File: src/fvsc_pkg.sv
`timescale 1ns / 1ps

package fvsc_pkg;

   localparam int LEVEL_BITS = 16;
   localparam int TIMER_BITS = 32;

   localparam int CMD_W    = 3;
   localparam int LVL_W    = 16;
   localparam int TICK_W   = 32;
   localparam int MISS_W   = 8;
   localparam int REASON_W = 2;
   localparam int CSR_IDX_W  = 3;
   localparam int CSR_DATA_W = 32;

   typedef logic [LEVEL_BITS-1:0] level_type;
   typedef logic [TIMER_BITS-1:0] timer_type;

   typedef enum logic [CMD_W-1:0] {
      CMD_TICK       = 3'd0,
      CMD_REPORT     = 3'd1,
      CMD_MANUAL_ON  = 3'd2,
      CMD_MANUAL_OFF = 3'd3,
      CMD_REMOTE_OFF = 3'd4
   } cmd_type;

   typedef enum logic [REASON_W-1:0] {
      REASON_LEVEL  = 2'd0,
      REASON_MANUAL = 2'd1,
      REASON_REMOTE = 2'd2
   } reason_type;

   typedef enum logic [CSR_IDX_W-1:0] {
      CSR_STOP_LEVEL  = 3'd0,
      CSR_MIN_SAFE    = 3'd1,
      CSR_MAX_RUNTIME = 3'd2,
      CSR_LOCKOUT     = 3'd3,
      CSR_WATCHDOG    = 3'd4,
      CSR_MISS_LIMIT  = 3'd5
   } csr_index_type;

   typedef struct packed {
      logic [LVL_W-1:0]  stop_level;
      logic [LVL_W-1:0]  start_level;
      logic [TICK_W-1:0] max_runtime_ticks;
      logic [TICK_W-1:0] lockout_ticks;
      logic [TICK_W-1:0] watchdog_ticks;
      logic [MISS_W-1:0] miss_limit;
   } cfg_type;

   typedef struct packed {
      logic [CMD_W-1:0] command;
      logic [LVL_W-1:0] water_level;
      logic             float_one_full;
      logic             float_two_full;
      logic             level_trusted;
      logic             report_malformed;
   } item_type;

   typedef struct packed {
      logic                valve_on;
      logic [MISS_W-1:0]   miss_count;
      logic                locked_out;
      logic                report_valid;
      logic                report_on;
      logic [REASON_W-1:0] report_reason;
   } result_type;

   localparam logic [LVL_W-1:0]  RST_STOP_LEVEL  = 16'd800;
   localparam logic [LVL_W-1:0]  RST_MIN_SAFE    = 16'd600;
   localparam logic [TICK_W-1:0] RST_MAX_RUNTIME = 32'd600000;
   localparam logic [TICK_W-1:0] RST_LOCKOUT     = 32'd86400000;
   localparam logic [TICK_W-1:0] RST_WATCHDOG    = 32'd1500;
   localparam logic [MISS_W-1:0] RST_MISS_LIMIT  = 8'd3;

   function automatic timer_type sat_inc(input timer_type cnt);
      sat_inc = (cnt == '1) ? cnt : cnt + timer_type'(1);
   endfunction

endpackage

File: src/fvsc_csr.sv
`timescale 1ns / 1ps

module fvsc_csr (
   input  logic                                clock,
   input  logic                                reset,
   input  logic                                csr_we,
   input  logic [fvsc_pkg::CSR_IDX_W-1:0]      csr_index,
   input  logic [fvsc_pkg::CSR_DATA_W-1:0]     csr_wdata,
   output fvsc_pkg::cfg_type                   cfg
);

   fvsc_pkg::cfg_type cfg_ff;
   fvsc_pkg::cfg_type cfg_in;

   always_comb begin
      cfg_in = cfg_ff;
      if (csr_we) begin
         case (fvsc_pkg::csr_index_type'(csr_index))
            fvsc_pkg::CSR_STOP_LEVEL:
               cfg_in.stop_level = csr_wdata[fvsc_pkg::LVL_W-1:0];
            fvsc_pkg::CSR_MIN_SAFE:
               cfg_in.start_level = csr_wdata[fvsc_pkg::LVL_W-1:0];
            fvsc_pkg::CSR_MAX_RUNTIME:
               cfg_in.max_runtime_ticks = csr_wdata[fvsc_pkg::TICK_W-1:0];
            fvsc_pkg::CSR_LOCKOUT:
               cfg_in.lockout_ticks = csr_wdata[fvsc_pkg::TICK_W-1:0];
            fvsc_pkg::CSR_WATCHDOG:
               cfg_in.watchdog_ticks = csr_wdata[fvsc_pkg::TICK_W-1:0];
            fvsc_pkg::CSR_MISS_LIMIT:
               cfg_in.miss_limit = csr_wdata[fvsc_pkg::MISS_W-1:0];
            default: ;
         endcase
      end
   end

   always_ff @(posedge clock) begin
      if (reset) begin
         cfg_ff.stop_level        <= fvsc_pkg::RST_STOP_LEVEL;
         cfg_ff.start_level       <= fvsc_pkg::RST_MIN_SAFE;
         cfg_ff.max_runtime_ticks <= fvsc_pkg::RST_MAX_RUNTIME;
         cfg_ff.lockout_ticks     <= fvsc_pkg::RST_LOCKOUT;
         cfg_ff.watchdog_ticks    <= fvsc_pkg::RST_WATCHDOG;
         cfg_ff.miss_limit        <= fvsc_pkg::RST_MISS_LIMIT;
      end else begin
         cfg_ff <= cfg_in;
      end
   end

   assign cfg = cfg_ff;

endmodule

File: src/fvsc_core.sv
`timescale 1ns / 1ps

module fvsc_core (
   input  logic                  clock,
   input  logic                  reset,
   input  fvsc_pkg::cfg_type     cfg,
   input  logic                  advance,
   input  fvsc_pkg::item_type    item,
   output fvsc_pkg::result_type  result
);

   logic                           valve_ff, valve_in;
   logic [fvsc_pkg::MISS_W-1:0]    miss_ff, miss_in;
   logic                           lk_act_ff, lk_act_in;
   fvsc_pkg::timer_type            lk_cnt_ff, lk_cnt_in;
   logic                           wd_arm_ff, wd_arm_in;
   fvsc_pkg::timer_type            wd_cnt_ff, wd_cnt_in;
   logic                           rt_arm_ff, rt_arm_in;
   fvsc_pkg::timer_type            rt_cnt_ff, rt_cnt_in;

   fvsc_pkg::level_type            level;
   fvsc_pkg::level_type            full_lvl;
   fvsc_pkg::level_type            min_lvl;
   fvsc_pkg::timer_type            lk_adv, wd_adv, rt_adv;
   logic                           rv, ron;
   logic [fvsc_pkg::REASON_W-1:0]  rr;
   logic                           bad_report;
   logic                           open_ok;

   assign level    = fvsc_pkg::level_type'(32'(item.water_level));
   assign full_lvl = fvsc_pkg::level_type'(32'(cfg.stop_level));
   assign min_lvl  = fvsc_pkg::level_type'(32'(cfg.start_level));
   assign lk_adv   = fvsc_pkg::sat_inc(lk_cnt_ff);
   assign wd_adv   = fvsc_pkg::sat_inc(wd_cnt_ff);
   assign rt_adv   = fvsc_pkg::sat_inc(rt_cnt_ff);
   assign bad_report = item.report_malformed | item.float_one_full | item.float_two_full |
                       (level >= full_lvl) | ~item.level_trusted;

   always_comb begin
      valve_in  = valve_ff;
      miss_in   = miss_ff;
      lk_act_in = lk_act_ff;
      lk_cnt_in = lk_cnt_ff;
      wd_arm_in = wd_arm_ff;
      wd_cnt_in = wd_cnt_ff;
      rt_arm_in = rt_arm_ff;
      rt_cnt_in = rt_cnt_ff;
      rv        = 1'b0;
      ron       = 1'b0;
      rr        = fvsc_pkg::REASON_LEVEL;
      open_ok   = 1'b0;

      case (fvsc_pkg::cmd_type'(item.command))
         fvsc_pkg::CMD_TICK: begin
            if (lk_act_ff) begin
               if (lk_adv >= cfg.lockout_ticks) begin
                  lk_act_in = 1'b0;
                  lk_cnt_in = '0;
               end else begin
                  lk_cnt_in = lk_adv;
               end
            end
            if (wd_arm_ff) begin
               if (wd_adv >= cfg.watchdog_ticks) begin
                  wd_cnt_in = '0;
                  if (miss_ff != '1) begin
                     miss_in = miss_ff + 1'b1;
                  end
                  if (miss_in >= cfg.miss_limit && valve_ff) begin
                     valve_in  = 1'b0;
                     lk_act_in = 1'b1;
                     lk_cnt_in = '0;
                  end
               end else begin
                  wd_cnt_in = wd_adv;
               end
            end
            if (rt_arm_ff) begin
               if (rt_adv >= cfg.max_runtime_ticks) begin
                  rt_arm_in = 1'b0;
                  rt_cnt_in = '0;
                  valve_in  = 1'b0;
                  lk_act_in = 1'b1;
                  lk_cnt_in = '0;
               end else begin
                  rt_cnt_in = rt_adv;
               end
            end
         end
         fvsc_pkg::CMD_REPORT: begin
            wd_arm_in = 1'b1;
            wd_cnt_in = '0;
            if (miss_ff != '0) begin
               miss_in = miss_ff - 1'b1;
            end
            if (!lk_act_ff) begin
               if (bad_report) begin
                  valve_in  = 1'b0;
                  lk_act_in = 1'b1;
                  lk_cnt_in = '0;
               end else if (level <= min_lvl && !valve_ff) begin
                  open_ok = (miss_in < cfg.miss_limit);
                  rv      = 1'b1;
                  ron     = 1'b1;
                  rr      = fvsc_pkg::REASON_LEVEL;
               end
            end
         end
         fvsc_pkg::CMD_MANUAL_ON: begin
            open_ok = (miss_ff < cfg.miss_limit) && !lk_act_ff;
            rv      = 1'b1;
            ron     = 1'b1;
            rr      = fvsc_pkg::REASON_MANUAL;
         end
         fvsc_pkg::CMD_MANUAL_OFF: begin
            valve_in  = 1'b0;
            lk_act_in = 1'b1;
            lk_cnt_in = '0;
            rv        = 1'b1;
            rr        = fvsc_pkg::REASON_MANUAL;
         end
         fvsc_pkg::CMD_REMOTE_OFF: begin
            valve_in  = 1'b0;
            lk_act_in = 1'b1;
            lk_cnt_in = '0;
            rv        = 1'b1;
            rr        = fvsc_pkg::REASON_REMOTE;
         end
         default: ;
      endcase

      if (open_ok) begin
         valve_in  = 1'b1;
         miss_in   = '0;
         rt_arm_in = 1'b1;
         rt_cnt_in = '0;
      end
   end

   always_ff @(posedge clock) begin
      if (reset) begin
         valve_ff  <= 1'b0;
         miss_ff   <= '0;
         lk_act_ff <= 1'b0;
         lk_cnt_ff <= '0;
         wd_arm_ff <= 1'b0;
         wd_cnt_ff <= '0;
         rt_arm_ff <= 1'b0;
         rt_cnt_ff <= '0;
      end else if (advance) begin
         valve_ff  <= valve_in;
         miss_ff   <= miss_in;
         lk_act_ff <= lk_act_in;
         lk_cnt_ff <= lk_cnt_in;
         wd_arm_ff <= wd_arm_in;
         wd_cnt_ff <= wd_cnt_in;
         rt_arm_ff <= rt_arm_in;
         rt_cnt_ff <= rt_cnt_in;
      end
   end

   assign result.valve_on      = valve_in;
   assign result.miss_count    = miss_in;
   assign result.locked_out    = lk_act_in;
   assign result.report_valid  = rv;
   assign result.report_on     = ron;
   assign result.report_reason = rr;

endmodule

File: src/fill_valve_safety_controller_unit.sv
`timescale 1ns / 1ps
// Channel   Handshake             Payload
// req       req_valid/req_ready   command, level, float switches, trusted, malformed
// rsp       rsp_valid/rsp_ready   valve, miss count, lockout, announcement
// csr       csr_we                csr_index, csr_wdata (no read-back)
// One beat per cycle sustained while rsp is not stalled; a req beat taken is held in the input
// register, then loaded into the result register that drives rsp_valid once it is empty or draining.
// The state update is one pass of compare-and-increment logic on the three timers.
// Reset is synchronous; it clears state and loads the register defaults.
// A stalled rsp holds its beat; req takes a beat into the input register only if it is empty, then stalls.

module fill_valve_safety_controller_unit (
   input  logic                                    clock,
   input  logic                                    reset,
   input  logic                                    req_valid,
   output logic                                    req_ready,
   input  logic [fvsc_pkg::CMD_W-1:0]              req_command,
   input  logic [fvsc_pkg::LVL_W-1:0]              req_water_level,
   input  logic                                    req_float_one_full,
   input  logic                                    req_float_two_full,
   input  logic                                    req_level_trusted,
   input  logic                                    req_report_malformed,
   output logic                                    rsp_valid,
   input  logic                                    rsp_ready,
   output logic                                    rsp_valve_on,
   output logic [fvsc_pkg::MISS_W-1:0]             rsp_miss_count,
   output logic                                    rsp_locked_out,
   output logic                                    rsp_report_valid,
   output logic                                    rsp_report_on,
   output logic [fvsc_pkg::REASON_W-1:0]           rsp_report_reason,
   input  logic                                    csr_we,
   input  logic [fvsc_pkg::CSR_IDX_W-1:0]          csr_index,
   input  logic [fvsc_pkg::CSR_DATA_W-1:0]         csr_wdata
);

   fvsc_pkg::cfg_type     cfg;
   fvsc_pkg::item_type    item_ff;
   fvsc_pkg::result_type  result;
   fvsc_pkg::result_type  out_ff;
   logic                  in_valid_ff;
   logic                  out_valid_ff;
   logic                  advance;

   assign advance   = in_valid_ff && (!out_valid_ff || rsp_ready);
   assign req_ready = !in_valid_ff || advance;

   fvsc_csr u_csr (
      .clock     (clock),
      .reset     (reset),
      .csr_we    (csr_we),
      .csr_index (csr_index),
      .csr_wdata (csr_wdata),
      .cfg       (cfg)
   );

   fvsc_core u_core (
      .clock   (clock),
      .reset   (reset),
      .cfg     (cfg),
      .advance (advance),
      .item    (item_ff),
      .result  (result)
   );

   always_ff @(posedge clock) begin
      if (reset) begin
         in_valid_ff  <= 1'b0;
         out_valid_ff <= 1'b0;
      end else begin
         if (req_ready) begin
            in_valid_ff <= req_valid;
         end
         if (advance) begin
            out_valid_ff <= 1'b1;
         end else if (rsp_ready) begin
            out_valid_ff <= 1'b0;
         end
      end
   end

   always_ff @(posedge clock) begin
      if (req_valid && req_ready) begin
         item_ff.command          <= req_command;
         item_ff.water_level      <= req_water_level;
         item_ff.float_one_full   <= req_float_one_full;
         item_ff.float_two_full   <= req_float_two_full;
         item_ff.level_trusted    <= req_level_trusted;
         item_ff.report_malformed <= req_report_malformed;
      end
      if (advance) begin
         out_ff <= result;
      end
   end

   assign rsp_valid         = out_valid_ff;
   assign rsp_valve_on      = out_ff.valve_on;
   assign rsp_miss_count    = out_ff.miss_count;
   assign rsp_locked_out    = out_ff.locked_out;
   assign rsp_report_valid  = out_ff.report_valid;
   assign rsp_report_on     = out_ff.report_on;
   assign rsp_report_reason = out_ff.report_reason;

endmodule

File: config.mk
export PLATFORM = sky130hd
export DESIGN_NAME = fill_valve_safety_controller_unit
export DESIGN_NICKNAME = d
export VERILOG_FILES = /design/src/fvsc_pkg.sv /design/src/fvsc_csr.sv /design/src/fvsc_core.sv /design/src/fill_valve_safety_controller_unit.sv
export SDC_FILE = /design/constraint.sdc
export NUM_CORES = 1
export LEC_CHECK = 0
export BUFFER_PORTS_ARGS = -buffer_cell sky130_fd_sc_hd__buf_2
export CORE_UTILIZATION = 50
export CTS_CLUSTER_SIZE = 10
export DETAILED_ROUTE_END_ITERATION = 12
export GPL_TIMING_DRIVEN = 0
export HOLD_SLACK_MARGIN = 0.05
export PLACE_DENSITY = 0.72
export SLEW_MARGIN = 0
export SYNTH_ARGS = -nofsm -noshare
export SYNTH_HDL_FRONTEND = slang
export SYNTH_HIERARCHICAL = 1
export SYNTH_SLANG_ARGS = --single-unit
export TNS_END_PERCENT = 5
File: constraint.sdc
create_clock -name clock -period 9.7 [get_ports clock]
set_clock_uncertainty 0.2 [all_clocks]
set_input_delay 2.91 -clock clock [delete_from_list [all_inputs] [get_ports clock]]
set_output_delay 2.91 -clock clock [all_outputs]
set_load 0.02 [all_outputs]
==> results.txt <==
The run finished with clean final reports. The design area was 19500 um^2. The worst path in the final design needs a cycle of 6840 ps, including I/O delays and setup.

The number of antenna cells inserted is 0. The logs give 0 for the number of max-slew violations in the final report and 1953 for the instance count of the mapped netlist. The tree is rooted in a clkbuf_16. In this run the number of cells on the critical path is 18.

The clock-pin transition on the worst setup and hold timing paths works out to 50 ps. In the final routed layout, each cell accounts on average for 19.5 um. The clock passes through at most 3 buffers. The placed instances occupy a cell area of 18400 um^2. For this run, the total global-route usage over all layers was measured as 27.4%. The tools report the via count of the first global-routing pass as 14445. In the synthesized netlist, the cells that appear most often are dfxtp_1, inv_1, ha_1. Based on the critical path, the design can be clocked at up to 146 MHz.

For the pin with the worst max-slew slack, the measured transition is 1340 ps. Across all hold checks on the routed design, the worst slack comes to 272 ps. The proportion of netlist area held by the largest area contributor came out at 28.3%. In this run the cell area of the synthesized design comes to 17400 um^2. The element type at the critical path start is a flop. The arrival time of the worst setup path was 7080 ps. In this run the critical register-to-register path is captured at u_core/lk_cnt_ff[13]$_SDFFE_PP0P_.

The run gives 530 ps as the later-pin clock latency in the skew report. For the number of distinct standard cells referenced by the synthesized netlist, the log shows 85. Setup violations remaining at the end of the flow were counted as 0. After the first detailed-routing iteration, the DRC count stood at 1355. Sequential elements use 34.7% of the synthesized area. The die is 189 um tall. Once detail routing completed, the nets flagged for antenna violations numbered 0. In this design, the stage delay of the slowest critical-path cell is 1150 ps.

Across the VDD grid, the largest voltage drop is 0.000148 V. The initial antenna violation count was 0. The cell family contributing the most delay on the critical path is simple AND/OR/NAND/NOR gates. The wire length of the first global-routing pass was 76.8 mm. For this run, the leading register cell type out of synthesis is dfxtp_1.

The final layout contains 2286 nets. The floorplan die width was 189 um. Traced cell by cell, the critical path runs through clkbuf_1 -> nand2_1 -> or4_1 -> or4_1 -> clkbuf_1 -> nand4_1 -> nor2_1 -> xnor2_1 -> ha_1 -> and2_1 -> a221oi_1 -> o21ai_0 -> a221oi_1 -> a21oi_1 -> nor4_2 -> clkbuf_1 -> a31oi_1 -> a31oi_1. The share of synthesized area spent on multiplexers came out at 8.37%.

The number of buffers inserted to repair setup after CTS was 0; the fraction of the cycle the final worst path needs was 70.5%. Setup repair after global routing left no endpoint under its margin. Data on the critical path is required at its endpoint by 9940 ps. Worst setup path category: reg2reg.

Max-cap violations in this run came to 0. The average instance in the mapped netlist occupies 8.91 um^2. The largest individual stage delay along the critical path comes from the cell nor4_2. For this configuration, the core starts out at a cell density of 51.4%. The post-synthesis to final-layout area growth is 11.8%. The ratio of routed vias to standard cells was 5.97; the weighted congestion reported at the end of routability-driven placement was 0.929.

TritonCTS built the clock tree. The startpoint of the lowest-slack register-to-register path is u_core/lk_cnt_ff[2]$_SDFFE_PP0P_. The final count of hold timing violations is 0, and the number of enable-type register cells in the synthesized netlist is 37. In this run the worst setup path begins at u_core/lk_cnt_ff[2]$_SDFFE_PP0P_. The die covers 35500 um^2. The routed wire length was 49.4 mm; the relative slew slack was 10.0%.

Among all cell types in the netlist, the one instantiated most often is dfxtp_1. The most numerous cell type found on the critical path is clkbuf_1. The worst setup path is captured at a flop.

The worst register-to-register path has a depth of 18. Dividing total power by cell area gives a power density of 140 nW/um^2. In this run the count of I/O pins placed on the die edge is 79. The critical path contains buffers and inverters numbering 3 combined.

Counting flops with an async set or reset pin after synthesis yields a share of 0%. The run gives 33900 um^2 as the floorplan core area. The total CTS buffers is 36. After floorplanning, the core was divided into 67 placement rows.

For the placed wire-length estimate, the log shows 37.6 mm. Detailed routing inserted a total of 15121 vias. For the final routed database, the setup TNS stands at 0 ps.

The synthesized-area fraction occupied by ao, oa, aoi and oai cells is 13.3%. Entering global routing, the biggest net connects 24 pins. Summing the areas of all xor and xnor instances in the mapped netlist gives 4.88% of the synthesized area. The clock drives 283 sinks. The worst reg-to-reg setup slack came out at 2860 ps. The H-tree was split into 2 levels. For this run the aggregate overflow at the end of global routing stands at 0. The combinational family with the most area after synthesis was simple AND/OR/NAND/NOR gates. The logs give 8.43 nW for the leakage power total and 2172 for the net count after synthesis. The synthesized netlist devotes 21.3% of its cell area to simple gates. The flip-flop and latch count after synthesis was 283; the total power was 2.73 mW. After clock tree synthesis, the flow added hold-fix buffers numbering 0. The critical path endpoint is u_core/lk_cnt_ff[13]$_SDFFE_PP0P_. Largest fanout of any net on the critical path: 10.

The number of resized instances in the post-cts repair step was 0. The filler cell count in the final layout is 2996. DRC violation count after routing: 0.

The Yosys step of the flow raised 6 warnings. The count of input and output buffers is 75, and the share of cells above drive strength 1 is 8.77%. The number of iterations in the first detailed-routing pass was 5. The biggest area contributor in the post-synthesis netlist is dfxtp_1. Sorting the synthesized cells by area gives the leading types as dfxtp_1, ha_1, mux2i_1, edfxtp_1, nand2b_1.

In this run the worst hold path is classified as reg2reg. The share of synthesized cell area in full adder, half adder and majority cells came out at 11.2%.
## sequential cells by signal (all words and copies together), names as in the netlist, 2 cells and up
name               flops
u_core/wd_cnt_ff      32
u_core/lk_cnt_ff      32
rsp_report_reason      2
item_ff               23
u_core/rt_cnt_ff      32
rsp_miss_count         8
u_core/miss_ff         8
u_csr/cfg            136
## metal layers
| metal | part of all wire (%) | vias up | track usage, % | routed length (um) |
|---|---|---|---|---|
| met3 | 6.9 | 113 | 3.73 | 3430 |
| met1 | 44 | 7235 | 37.3 | 21900 |
| met4 | 3.2 | 0 | 9.65 | 1590 |
| met2 | 46 | 601 | 44.5 | 22500 |
| li1 | - | 7172 | - | - |
| met5 | 0 | - | 0 | 0 |
## worst reg2reg max path, cell delays in order (launching register included)
cell	delay (ps)
dfxtp_1	310
clkbuf_1	410
nand2_1	210
or4_1	550
or4_1	400
clkbuf_1	200
nand4_1	390
nor2_1	100
xnor2_1	260
ha_1	300
and2_1	170
a221oi_1	270
o21ai_0	150
a221oi_1	500
a21oi_1	320
nor4_2	1150
clkbuf_1	540
a31oi_1	160
a31oi_1	150
## area by class of cell
cell class                      instances  area (um^2)  area share (%)
Sequential cell                       283         6040            31.0
Buffer                                104          479            2.46
Multi-Input combinational cell       1405        10300            52.9
Inverter                              161          604            3.11
Clock buffer                           55         1060            5.47
Clock inverter                          2         35.0           0.180
Tap cell                              448          561            2.88
Timing Repair Buffer                   76          383            1.97
## how the worst min path moves through the flow
| stage | to | depth (start not counted) | slack (ps) | from |
|---|---|---|---|---|
| after CTS | u_core/rt_arm_ff$_SDFFE_PP0P_ | 2 | 270 | u_core/rt_arm_ff$_SDFFE_PP0P_ |
| final | u_csr/cfg[94]$_SDFFE_PP0P_ | 2 | 270 | u_csr/cfg[94]$_SDFFE_PP0P_ |
| after global placement | u_core/rt_arm_ff$_SDFFE_PP0P_ | 2 | 250 | u_core/rt_arm_ff$_SDFFE_PP0P_ |
| after floorplan | u_core/rt_arm_ff$_SDFFE_PP0P_ | 2 | 240 | u_core/rt_arm_ff$_SDFFE_PP0P_ |
| after global routing | u_csr/cfg[20]$_SDFFE_PP0P_ | 2 | 290 | u_csr/cfg[20]$_SDFFE_PP0P_ |
| after detailed placement | u_csr/cfg[117]$_SDFFE_PP0P_ | 2 | 260 | u_csr/cfg[117]$_SDFFE_PP0P_ |
## power breakdown
group | total (mW) | internal (mW) | switching [mW]
clock | 1.27 | 0.773 | 0.495
sequential | 1.23 | 1.21 | 0.0162
combinational | 0.235 | 0.0874 | 0.147
## stage by stage
| stage | worst slack, ps | utilization (%) | instances |
|---|---|---|---|
| 2_1_floorplan | 3500 | - | 1953 |
| 3_3_place_gp | 3150 | 54.1 | 2476 |
| 3_5_place_dp | 3080 | 54.2 | 2477 |
| 4_1_cts | 3000 | 57.4 | 2534 |
| 5_1_grt | 2510 | 57.4 | 2534 |
| 6_report | 2860 | 57.4 | 2534 |
## cell families (layout without fill, tap and decap cells)
kind of cell,Yosys count,after routing
and+or+nand+nor,675,675
AOI/OAI and AO/OA,332,332
DFF,283,283
buffers and inverters,265,398
adders and majority gates,156,156
muxes,145,145
xor gates and xnor gates,97,97
## cells in the final DEF (no fill, tap or decap), types with 71 or more instances in the layout
cell      count
dfxtp_1     246
inv_1       160
ha_1        156
nand2b_1    151
nor2_1      142
mux2i_1     141
buf_2        94
nand2_1      82
clkbuf_1     81
a21oi_1      74
nand3_1      71
(Power assumes the default switching activity.)
